<file path="config.mk">
export PLATFORM = sky130hd
export DESIGN_NAME = mavlink_v1_frame_parser
export DESIGN_NICKNAME = d
export VERILOG_FILES = /design/src/hw/rtl/mvp_pkg.sv /design/src/hw/rtl/mvp_ram.sv /design/src/hw/rtl/mavlink_v1_frame_parser.sv
export SDC_FILE = /design/constraint.sdc
export NUM_CORES = 2
export LEC_CHECK = 0
export BUFFER_PORTS_ARGS = -buffer_cell sky130_fd_sc_hd__buf_2
export CORE_ASPECT_RATIO = 0.5
export CORE_MARGIN = 2
export CORE_UTILIZATION = 28
export CTS_CLUSTER_SIZE = 16
export DETAILED_ROUTE_END_ITERATION = 10
export SLEW_MARGIN = 20
export SYNTH_ARGS = -nofsm -noshare
export SYNTH_HDL_FRONTEND = slang
export SYNTH_SLANG_ARGS = --single-unit
</file>
<file path="constraint.sdc">
create_clock -name i_clk -period 22.9 [get_ports i_clk]
set_input_delay 3.435 -clock i_clk [delete_from_list [all_inputs] [get_ports i_clk]]
set_output_delay 3.435 -clock i_clk [all_outputs]
set_load 0.02 [all_outputs]
</file>
<file path="src/hw/rtl/mvp_pkg.sv">
// ----------------------------------------------------------------------------
// mvp_pkg
// Shared constants, result type and X.25 CRC step for the frame parser.
// ----------------------------------------------------------------------------
`default_nettype none

package mvp_pkg;

    // Parser phase codes
    localparam logic [1:0] PH_SYNC   = 2'd0;
    localparam logic [1:0] PH_LENGTH = 2'd1;
    localparam logic [1:0] PH_BODY   = 2'd2;

    // Request and result kinds
    localparam logic REQ_BYTE  = 1'b0;
    localparam logic REQ_TABLE = 1'b1;
    localparam logic RES_PAYLOAD   = 1'b0;
    localparam logic RES_FRAME_END = 1'b1;

    localparam logic [7:0]  SYNC_BYTE      = 8'hFE;
    localparam logic [9:0]  FRAME_OVERHEAD = 10'd8;
    localparam logic [8:0]  PAYLOAD_START  = 9'd6;
    localparam logic [15:0] CRC_INIT       = 16'hFFFF;

    // Header byte positions inside a frame
    localparam logic [8:0] POS_SEQ  = 9'd2;
    localparam logic [8:0] POS_SYS  = 9'd3;
    localparam logic [8:0] POS_COMP = 9'd4;
    localparam logic [8:0] POS_MSG  = 9'd5;

    typedef struct packed {
        logic        kind;
        logic [7:0]  pbyte;
        logic [7:0]  pidx;
        logic [7:0]  len;
        logic [7:0]  seq;
        logic [7:0]  sys;
        logic [7:0]  comp;
        logic [7:0]  msg;
        logic        ok;
        logic [31:0] good;
        logic [31:0] bad;
    } t_result;

    // One byte of the X.25 (CRC-16/MCRF4XX) update
    function automatic logic [15:0] crc_step(input logic [15:0] crc, input logic [7:0] data);
        logic [7:0] t;
        t = data ^ crc[7:0];
        t = t ^ {t[3:0], 4'b0000};
        return {8'h00, crc[15:8]} ^ {t, 8'h00} ^ {5'b00000, t, 3'b000} ^ {12'h000, t[7:4]};
    endfunction

endpackage

`default_nettype wire

</file>
<file path="src/hw/rtl/mvp_ram.sv">
// ----------------------------------------------------------------------------
// mvp_ram
// Generic single-write, single-read RAM with a registered read port.
// ----------------------------------------------------------------------------
`default_nettype none

module mvp_ram #(
    parameter int WIDTH = 8,
    parameter int DEPTH = 256
) (
    input  wire                     i_clk,
    input  wire                     i_we,
    input  wire [$clog2(DEPTH)-1:0] i_waddr,
    input  wire [WIDTH-1:0]         i_wdata,
    input  wire [$clog2(DEPTH)-1:0] i_raddr,
    output logic [WIDTH-1:0]        o_rdata
);

    logic [WIDTH-1:0] r_mem [DEPTH];

    always_ff @(posedge i_clk) begin
        if (i_we) begin
            r_mem[i_waddr] <= i_wdata;
        end
        o_rdata <= r_mem[i_raddr];
    end

endmodule

`default_nettype wire

</file>
<file path="src/hw/rtl/mavlink_v1_frame_parser.sv">
// ----------------------------------------------------------------------------
// mavlink_v1_frame_parser
// Frame parser for v1 telemetry frames with X.25 CRC and CRC-extra lookup.
// ----------------------------------------------------------------------------
// Usage:
//   Slave channel: one word per item. tuser = 0 carries a received serial byte,
//   tuser = 1 writes the CRC-extra byte of one message id into the table.
//   Master channel: one word per payload byte (tuser = 0) and one word per
//   frame end (tuser = 1) with header, crc_ok flag and good/bad frame counts.
//   Throughput: one input word per cycle while the receiver keeps up; every
//   word is handled in the cycle it is accepted (single-byte CRC update).
//   Latency: a result is valid in the cycle after the word that caused it.
//   The CRC-extra table lives in a 256x8 RAM read continuously at the current
//   message id; a write to that id in the previous cycle is forwarded.
//   Stall: a single output register holds the pending result; input is taken
//   whenever that register is empty or being drained this cycle, so a stalled
//   receiver stalls the input once a result is pending.
//   Reset (synchronous, active low): parser hunts for sync, counts clear, and
//   all table entries read as zero until written (per-entry valid bits).
// ----------------------------------------------------------------------------
`default_nettype none

module mavlink_v1_frame_parser #(
    parameter int COUNT_WIDTH = 32
) (
    input  wire         i_clk,
    input  wire         i_rst_n,
    // Slave side
    input  wire         s_axis_tvalid,
    output logic        s_axis_tready,
    // [7:0] data_byte, [15:8] table_index, [23:16] table_value
    input  wire [23:0]  s_axis_tdata,
    // [0] req_type
    input  wire [0:0]   s_axis_tuser,
    // Master side
    output logic        m_axis_tvalid,
    input  wire         m_axis_tready,
    // [7:0] payload_byte, [15:8] payload_index, [23:16] frame_length,
    // [31:24] frame_seq, [39:32] sys_id, [47:40] comp_id, [55:48] msg_id,
    // [56] crc_ok, [88:57] good_count, [120:89] bad_count, [127:121] zero
    output logic [127:0] m_axis_tdata,
    // [0] result_kind
    output logic [0:0]  m_axis_tuser
);

    localparam int CntOutW = (COUNT_WIDTH < 32) ? COUNT_WIDTH : 32;

    // Input decode
    logic       in_acc;
    logic       is_wr;
    logic       is_byte;
    logic [7:0] in_byte;
    logic [7:0] wr_idx;
    logic [7:0] wr_val;

    assign s_axis_tready = !m_axis_tvalid || m_axis_tready;
    assign in_acc  = s_axis_tvalid && s_axis_tready;
    assign is_wr   = in_acc && (s_axis_tuser[0] == mvp_pkg::REQ_TABLE);
    assign is_byte = in_acc && (s_axis_tuser[0] == mvp_pkg::REQ_BYTE);
    assign in_byte = s_axis_tdata[7:0];
    assign wr_idx  = s_axis_tdata[15:8];
    assign wr_val  = s_axis_tdata[23:16];

    // Parser state
    logic [1:0]             r_phase, n_phase;
    logic [8:0]             r_pos, n_pos;
    logic [7:0]             r_len, n_len;
    logic [7:0]             r_seq, n_seq;
    logic [7:0]             r_sys, n_sys;
    logic [7:0]             r_comp, n_comp;
    logic [7:0]             r_msg, n_msg;
    logic [15:0]            r_crc, n_crc;
    logic [7:0]             r_chk_low, n_chk_low;
    logic [COUNT_WIDTH-1:0] r_good, n_good;
    logic [COUNT_WIDTH-1:0] r_bad, n_bad;

    // CRC-extra table: RAM plus valid bits and write forwarding
    logic [255:0] r_ext_vld;
    logic         r_rd_vld;
    logic         r_fwd_hit;
    logic [7:0]   r_fwd_data;
    logic [7:0]   ram_rdata;
    logic [7:0]   extra;

    mvp_ram #(
        .WIDTH (8),
        .DEPTH (256)
    ) u_extra_ram (
        .i_clk   (i_clk),
        .i_we    (is_wr),
        .i_waddr (wr_idx),
        .i_wdata (wr_val),
        .i_raddr (r_msg),
        .o_rdata (ram_rdata)
    );

    assign extra = r_fwd_hit ? r_fwd_data : (r_rd_vld ? ram_rdata : 8'h00);

    always_ff @(posedge i_clk) begin
        if (!i_rst_n) begin
            r_ext_vld <= '0;
            r_rd_vld  <= 1'b0;
            r_fwd_hit <= 1'b0;
        end else begin
            if (is_wr) begin
                r_ext_vld[wr_idx] <= 1'b1;
            end
            r_rd_vld  <= r_ext_vld[r_msg];
            // The message id never changes on a table write, so the compare
            // against the current read address is exact.
            r_fwd_hit <= is_wr && (wr_idx == r_msg);
        end
        r_fwd_data <= wr_val;
    end

    // Frame parsing
    logic              load;
    mvp_pkg::t_result  res;
    logic [8:0]        pay_end;
    logic              in_pay;
    logic [15:0]       fin_crc;
    logic              crc_match;
    logic [9:0]        pos_next;
    logic [9:0]        total;

    assign pay_end   = mvp_pkg::PAYLOAD_START + {1'b0, r_len};
    assign in_pay    = r_pos < pay_end;
    assign fin_crc   = mvp_pkg::crc_step(r_crc, extra);
    assign crc_match = fin_crc == {in_byte, r_chk_low};
    assign pos_next  = {1'b0, r_pos} + 10'd1;
    assign total     = {2'b00, r_len} + mvp_pkg::FRAME_OVERHEAD;

    always_comb begin
        n_phase   = r_phase;
        n_pos     = r_pos;
        n_len     = r_len;
        n_seq     = r_seq;
        n_sys     = r_sys;
        n_comp    = r_comp;
        n_msg     = r_msg;
        n_crc     = r_crc;
        n_chk_low = r_chk_low;
        n_good    = r_good;
        n_bad     = r_bad;
        load      = 1'b0;
        res.kind  = mvp_pkg::RES_PAYLOAD;
        res.pbyte = 8'h00;
        res.pidx  = 8'h00;
        res.ok    = 1'b0;
        if (is_byte) begin
            case (r_phase)
                mvp_pkg::PH_SYNC: begin
                    if (in_byte == mvp_pkg::SYNC_BYTE) begin
                        n_phase = mvp_pkg::PH_LENGTH;
                    end
                end
                mvp_pkg::PH_LENGTH: begin
                    // A 0xFE here is a length, not a fresh sync
                    n_len   = in_byte;
                    n_crc   = mvp_pkg::crc_step(mvp_pkg::CRC_INIT, in_byte);
                    n_pos   = mvp_pkg::POS_SEQ;
                    n_phase = mvp_pkg::PH_BODY;
                end
                mvp_pkg::PH_BODY: begin
                    if (in_pay) begin
                        n_crc = mvp_pkg::crc_step(r_crc, in_byte);
                    end
                    if (r_pos == mvp_pkg::POS_SEQ) begin
                        n_seq = in_byte;
                    end else if (r_pos == mvp_pkg::POS_SYS) begin
                        n_sys = in_byte;
                    end else if (r_pos == mvp_pkg::POS_COMP) begin
                        n_comp = in_byte;
                    end else if (r_pos == mvp_pkg::POS_MSG) begin
                        n_msg = in_byte;
                    end else if (in_pay) begin
                        load      = 1'b1;
                        res.pbyte = in_byte;
                        res.pidx  = 8'(r_pos - mvp_pkg::PAYLOAD_START);
                    end else if (r_pos == pay_end) begin
                        n_chk_low = in_byte;
                    end else begin
                        // Last byte: fold in CRC-extra and judge the frame
                        load     = 1'b1;
                        res.kind = mvp_pkg::RES_FRAME_END;
                        res.ok   = crc_match;
                        if (crc_match) begin
                            n_good = r_good + COUNT_WIDTH'(1);
                        end else begin
                            n_bad = r_bad + COUNT_WIDTH'(1);
                        end
                    end
                    n_pos = pos_next[8:0];
                    if (pos_next >= total) begin
                        n_phase = mvp_pkg::PH_SYNC;
                        n_pos   = 9'd0;
                    end
                end
                default: begin
                    n_phase = mvp_pkg::PH_SYNC;
                end
            endcase
        end
        res.len  = r_len;
        res.seq  = r_seq;
        res.sys  = r_sys;
        res.comp = r_comp;
        res.msg  = r_msg;
        res.good = 32'(n_good[CntOutW-1:0]);
        res.bad  = 32'(n_bad[CntOutW-1:0]);
    end

    always_ff @(posedge i_clk) begin
        if (!i_rst_n) begin
            r_phase   <= mvp_pkg::PH_SYNC;
            r_pos     <= '0;
            r_len     <= '0;
            r_seq     <= '0;
            r_sys     <= '0;
            r_comp    <= '0;
            r_msg     <= '0;
            r_crc     <= mvp_pkg::CRC_INIT;
            r_chk_low <= '0;
            r_good    <= '0;
            r_bad     <= '0;
        end else begin
            r_phase   <= n_phase;
            r_pos     <= n_pos;
            r_len     <= n_len;
            r_seq     <= n_seq;
            r_sys     <= n_sys;
            r_comp    <= n_comp;
            r_msg     <= n_msg;
            r_crc     <= n_crc;
            r_chk_low <= n_chk_low;
            r_good    <= n_good;
            r_bad     <= n_bad;
        end
    end

    // Output register: load a new result, or drop the valid once taken
    mvp_pkg::t_result r_out;
    logic             r_out_vld;

    always_ff @(posedge i_clk) begin
        if (!i_rst_n) begin
            r_out_vld <= 1'b0;
        end else if (load) begin
            r_out_vld <= 1'b1;
        end else if (m_axis_tready) begin
            r_out_vld <= 1'b0;
        end
        if (load) begin
            r_out <= res;
        end
    end

    assign m_axis_tvalid   = r_out_vld;
    assign m_axis_tuser[0] = r_out.kind;
    assign m_axis_tdata    = {7'b0000000, r_out.bad, r_out.good, r_out.ok, r_out.msg,
                              r_out.comp, r_out.sys, r_out.seq, r_out.len,
                              r_out.pidx, r_out.pbyte};

    // Assertions
    a_body_pos: assert property (@(posedge i_clk) disable iff (!i_rst_n)
        (r_phase == mvp_pkg::PH_BODY) |-> (r_pos >= mvp_pkg::POS_SEQ) &&
                                          ({1'b0, r_pos} < total))
        else $error("body position out of frame range");

    a_sync_pos: assert property (@(posedge i_clk) disable iff (!i_rst_n)
        (r_phase == mvp_pkg::PH_SYNC) |-> (r_pos == 9'd0))
        else $error("position not cleared while hunting for sync");

    a_end_count: assert property (@(posedge i_clk) disable iff (!i_rst_n)
        (load && res.kind == mvp_pkg::RES_FRAME_END) |=>
            ((r_good != $past(r_good)) != (r_bad != $past(r_bad))))
        else $error("frame end did not bump exactly one counter");

    a_pidx_range: assert property (@(posedge i_clk) disable iff (!i_rst_n)
        (r_out_vld && r_out.kind == mvp_pkg::RES_PAYLOAD) |-> (r_out.pidx < r_out.len))
        else $error("payload index beyond frame length");

endmodule

`default_nettype wire
</file>
==> reports/results.ini <==
[synthesis]
synth_edf_count=2170
syn_area_sq_um=100000
synth_top_flop_cell=edfxtp_1
synth_area_leaders=edfxtp_1 (65%), mux4_2 (16%), dfxtp_1 (8.3%)
synthCells=5345
yosysSeqAreaShare_pct=73.2
async_flop_share_pct=0
ys_ff_latch=2584
synth_top_area_share_pct=64.9
synth_cell_types=70
synth_area_per_cell_sq_um=18.8
yosys_warnings=0
synth_area_leader_cell=edfxtp_1

[clocking]
holdBufCountCts=0
clk_path_buf_depth=3
cts_buffers=240
post-cts-setup-buffers=0
cts_tree=built
clock-sinks=2584
clk_latency_ns=0.91
clkTransAtPathRegs_ns=0.06
cts_resized=0
htreeDepth=4
root_buffer=clkbuf_16

[floorplan]
start_util_pct=28.1
rows=155
die_y_um=427
core_sq_um=357000
ios=160
die_x_um=851
die_area_sq_um=364000

[cells_and_area]
nNetsFinal=5574
final_common_cell=edfxtp_1
layout_common_cells=edfxtp_1 (2170), nor2_1 (748), mux4_2 (704)
multi_input_area_sq_um=25700
seq_area_sq_um=73500
fillers=33900
drive_gt1_share_pct=23.8
area_growth_pct=14.7
utilization_pct=32.3
fin_cells=10500

[routing]
firstDrtPassIters=6
antenna_left=0
vias_per_cell=4.80
vias=50500
first_iter_violations=5604
drcViolationCount=0
wirelength_mm=254
wl_per_cell_um=24.2

[timing]
rsz0062_at_grt=false
fin_worst_skew_ns=0.0516
setup_viol=0
post-route-period-util_pct=32.4
tightest_slew_ns=1.22
max_freq_ghz=0.135
hold_slack_ns=0.391
final_hold_viol_count=0
period_minus_slack_ns=7.42
report.final.slew_viol_count=0
tns_ns=0
relSlewSlack_pct=18.4

[worst_setup_path]
slowest_stage=nor2b_1
critPathBufInv=3
crit_arrival_ns=3.99
critPathMaxFanout=3
cp_top_family=buffers and inverters
cp-end-kind=output port
path_cells=buf_2, nor2b_1, inv_1, buf_2
start_kind=input pin
path_class=input pin to output port
cp_common_cell=buf_2
slowest_delay_ns=0.21
crit_required_ns=19.47

[power]
power_mw=9.33
leakage_nw=35.4
power.density_nw_per_um2=81.1
ir_drop_uv=85.8

[worst_hold_path]
hp-class=register to register

[grt]
groute.usage.overall_pct=13.6
grt_pass1_vias=50100
antenna_found_initial=15
grt_max_degree=182
grt_pass1_wl_mm=365
grt_overflow=0

[placed_design]
place_inst=10100
dpl.hpwl_mm=155
port-buffer-count=152
gp_congestion=0.796

[run]
drv_cap=0

[run_status]
status=completed

-- registers in the layout, indices dropped and copies added (netlist names), 2 cells and up --
signal / count
u_extra_ram.o_rdata: 8
r_crc: 16
r_bad: 32
r_msg: 8
r_seq: 8
r_len: 8
r_comp: 8
r_phase: 2
r_ext_vld: 256
u_extra_ram.r_mem: 2048
r_pos: 9
r_chk_low: 8
r_sys: 8
m_axis_tdata: 121
r_good: 32
r_fwd_data: 8
-- cells by family (layout without fill, tap and decap cells) --
kind of cell | count (synthesis) | in the layout | share of synthesized area [%]
simple gates | 1173 | 1173 | 5.02
fa+ha+maj | 31 | 31 | 0.386
compound gates | 277 | 277 | 2.09
buf+inv | 345 | 727 | 1.36
mux | 791 | 791 | 16.7
flops | 2584 | 2584 | 73.2
other cells | 1 | 11 | 0.00373
xor+xnor | 143 | 143 | 1.33
-- layer usage --
layer	wire length, um	global-route usage, %	vias up
li1	-	-	21600
met1	110000	19.0	26800
met2	121000	22.2	1763
met3	17400	2.39	360
met4	6500	3.39	0
met5	0	0	-
-- report_power, final --
group / total, mW / switching [mW] / internal (mW)
combinational: 0.129 / 0.113 / 0.0158
sequential: 5.09 / 0.00149 / 5.09
clock: 4.11 / 1.79 / 2.32
-- stage by stage --
stage / worst slack (ns) / cell area [sq um]
CTS: 15.48 / 115000
global route: 15.44 / 115000
detailed placement: 15.48 / 107000
floorplan: 12.13 / 100000
finish: 15.48 / 115000
global placement: 15.35 / 107000
-- synth_stat cells (all sizes together), types with 13 or more instances --
cell / instances
mux4: 704
a221oi: 27
nand2b: 29
clkbuf: 220
nand3: 59
dfxtp: 414
and3: 26
a22oi: 54
nor3: 22
and2: 48
edfxtp: 2170
nand4: 22
mux2i: 85
o2111ai: 13
o21a: 58
ha: 31
nand2: 156
inv: 24
o21ai: 16
a21oi: 26
buf: 101
a22o: 30
xnor2: 99
nor2: 750
nor2b: 19
xor2: 40
-- layout make-up --
cell class | instances | share of cell area, %
flip-flops and latches | 2584 | 63.8
multi-input cells | 2422 | 22.3
clock buffers | 331 | 5.86
well taps | 4788 | 5.20
repair buffers | 242 | 1.41
clock inverters | 130 | 1.30
inverters | 24 | 0.0848
diodes | 4 | 0.00869
-- path summary, 6_finish.rpt --
check | end | cells after the start | from | slack [ns]
hold reg to reg | m_axis_tdata[47] | 0 | r_comp[7] | 0.39
hold / removal | m_axis_tdata[47] | 0 | r_comp[7] | 0.39
setup reg to reg | u_extra_ram.o_rdata[7] | 10 | r_msg[1] | 16.27
setup / recovery | s_axis_tready | 4 | m_axis_tready | 15.48
Power figures use the tool's default switching activity.
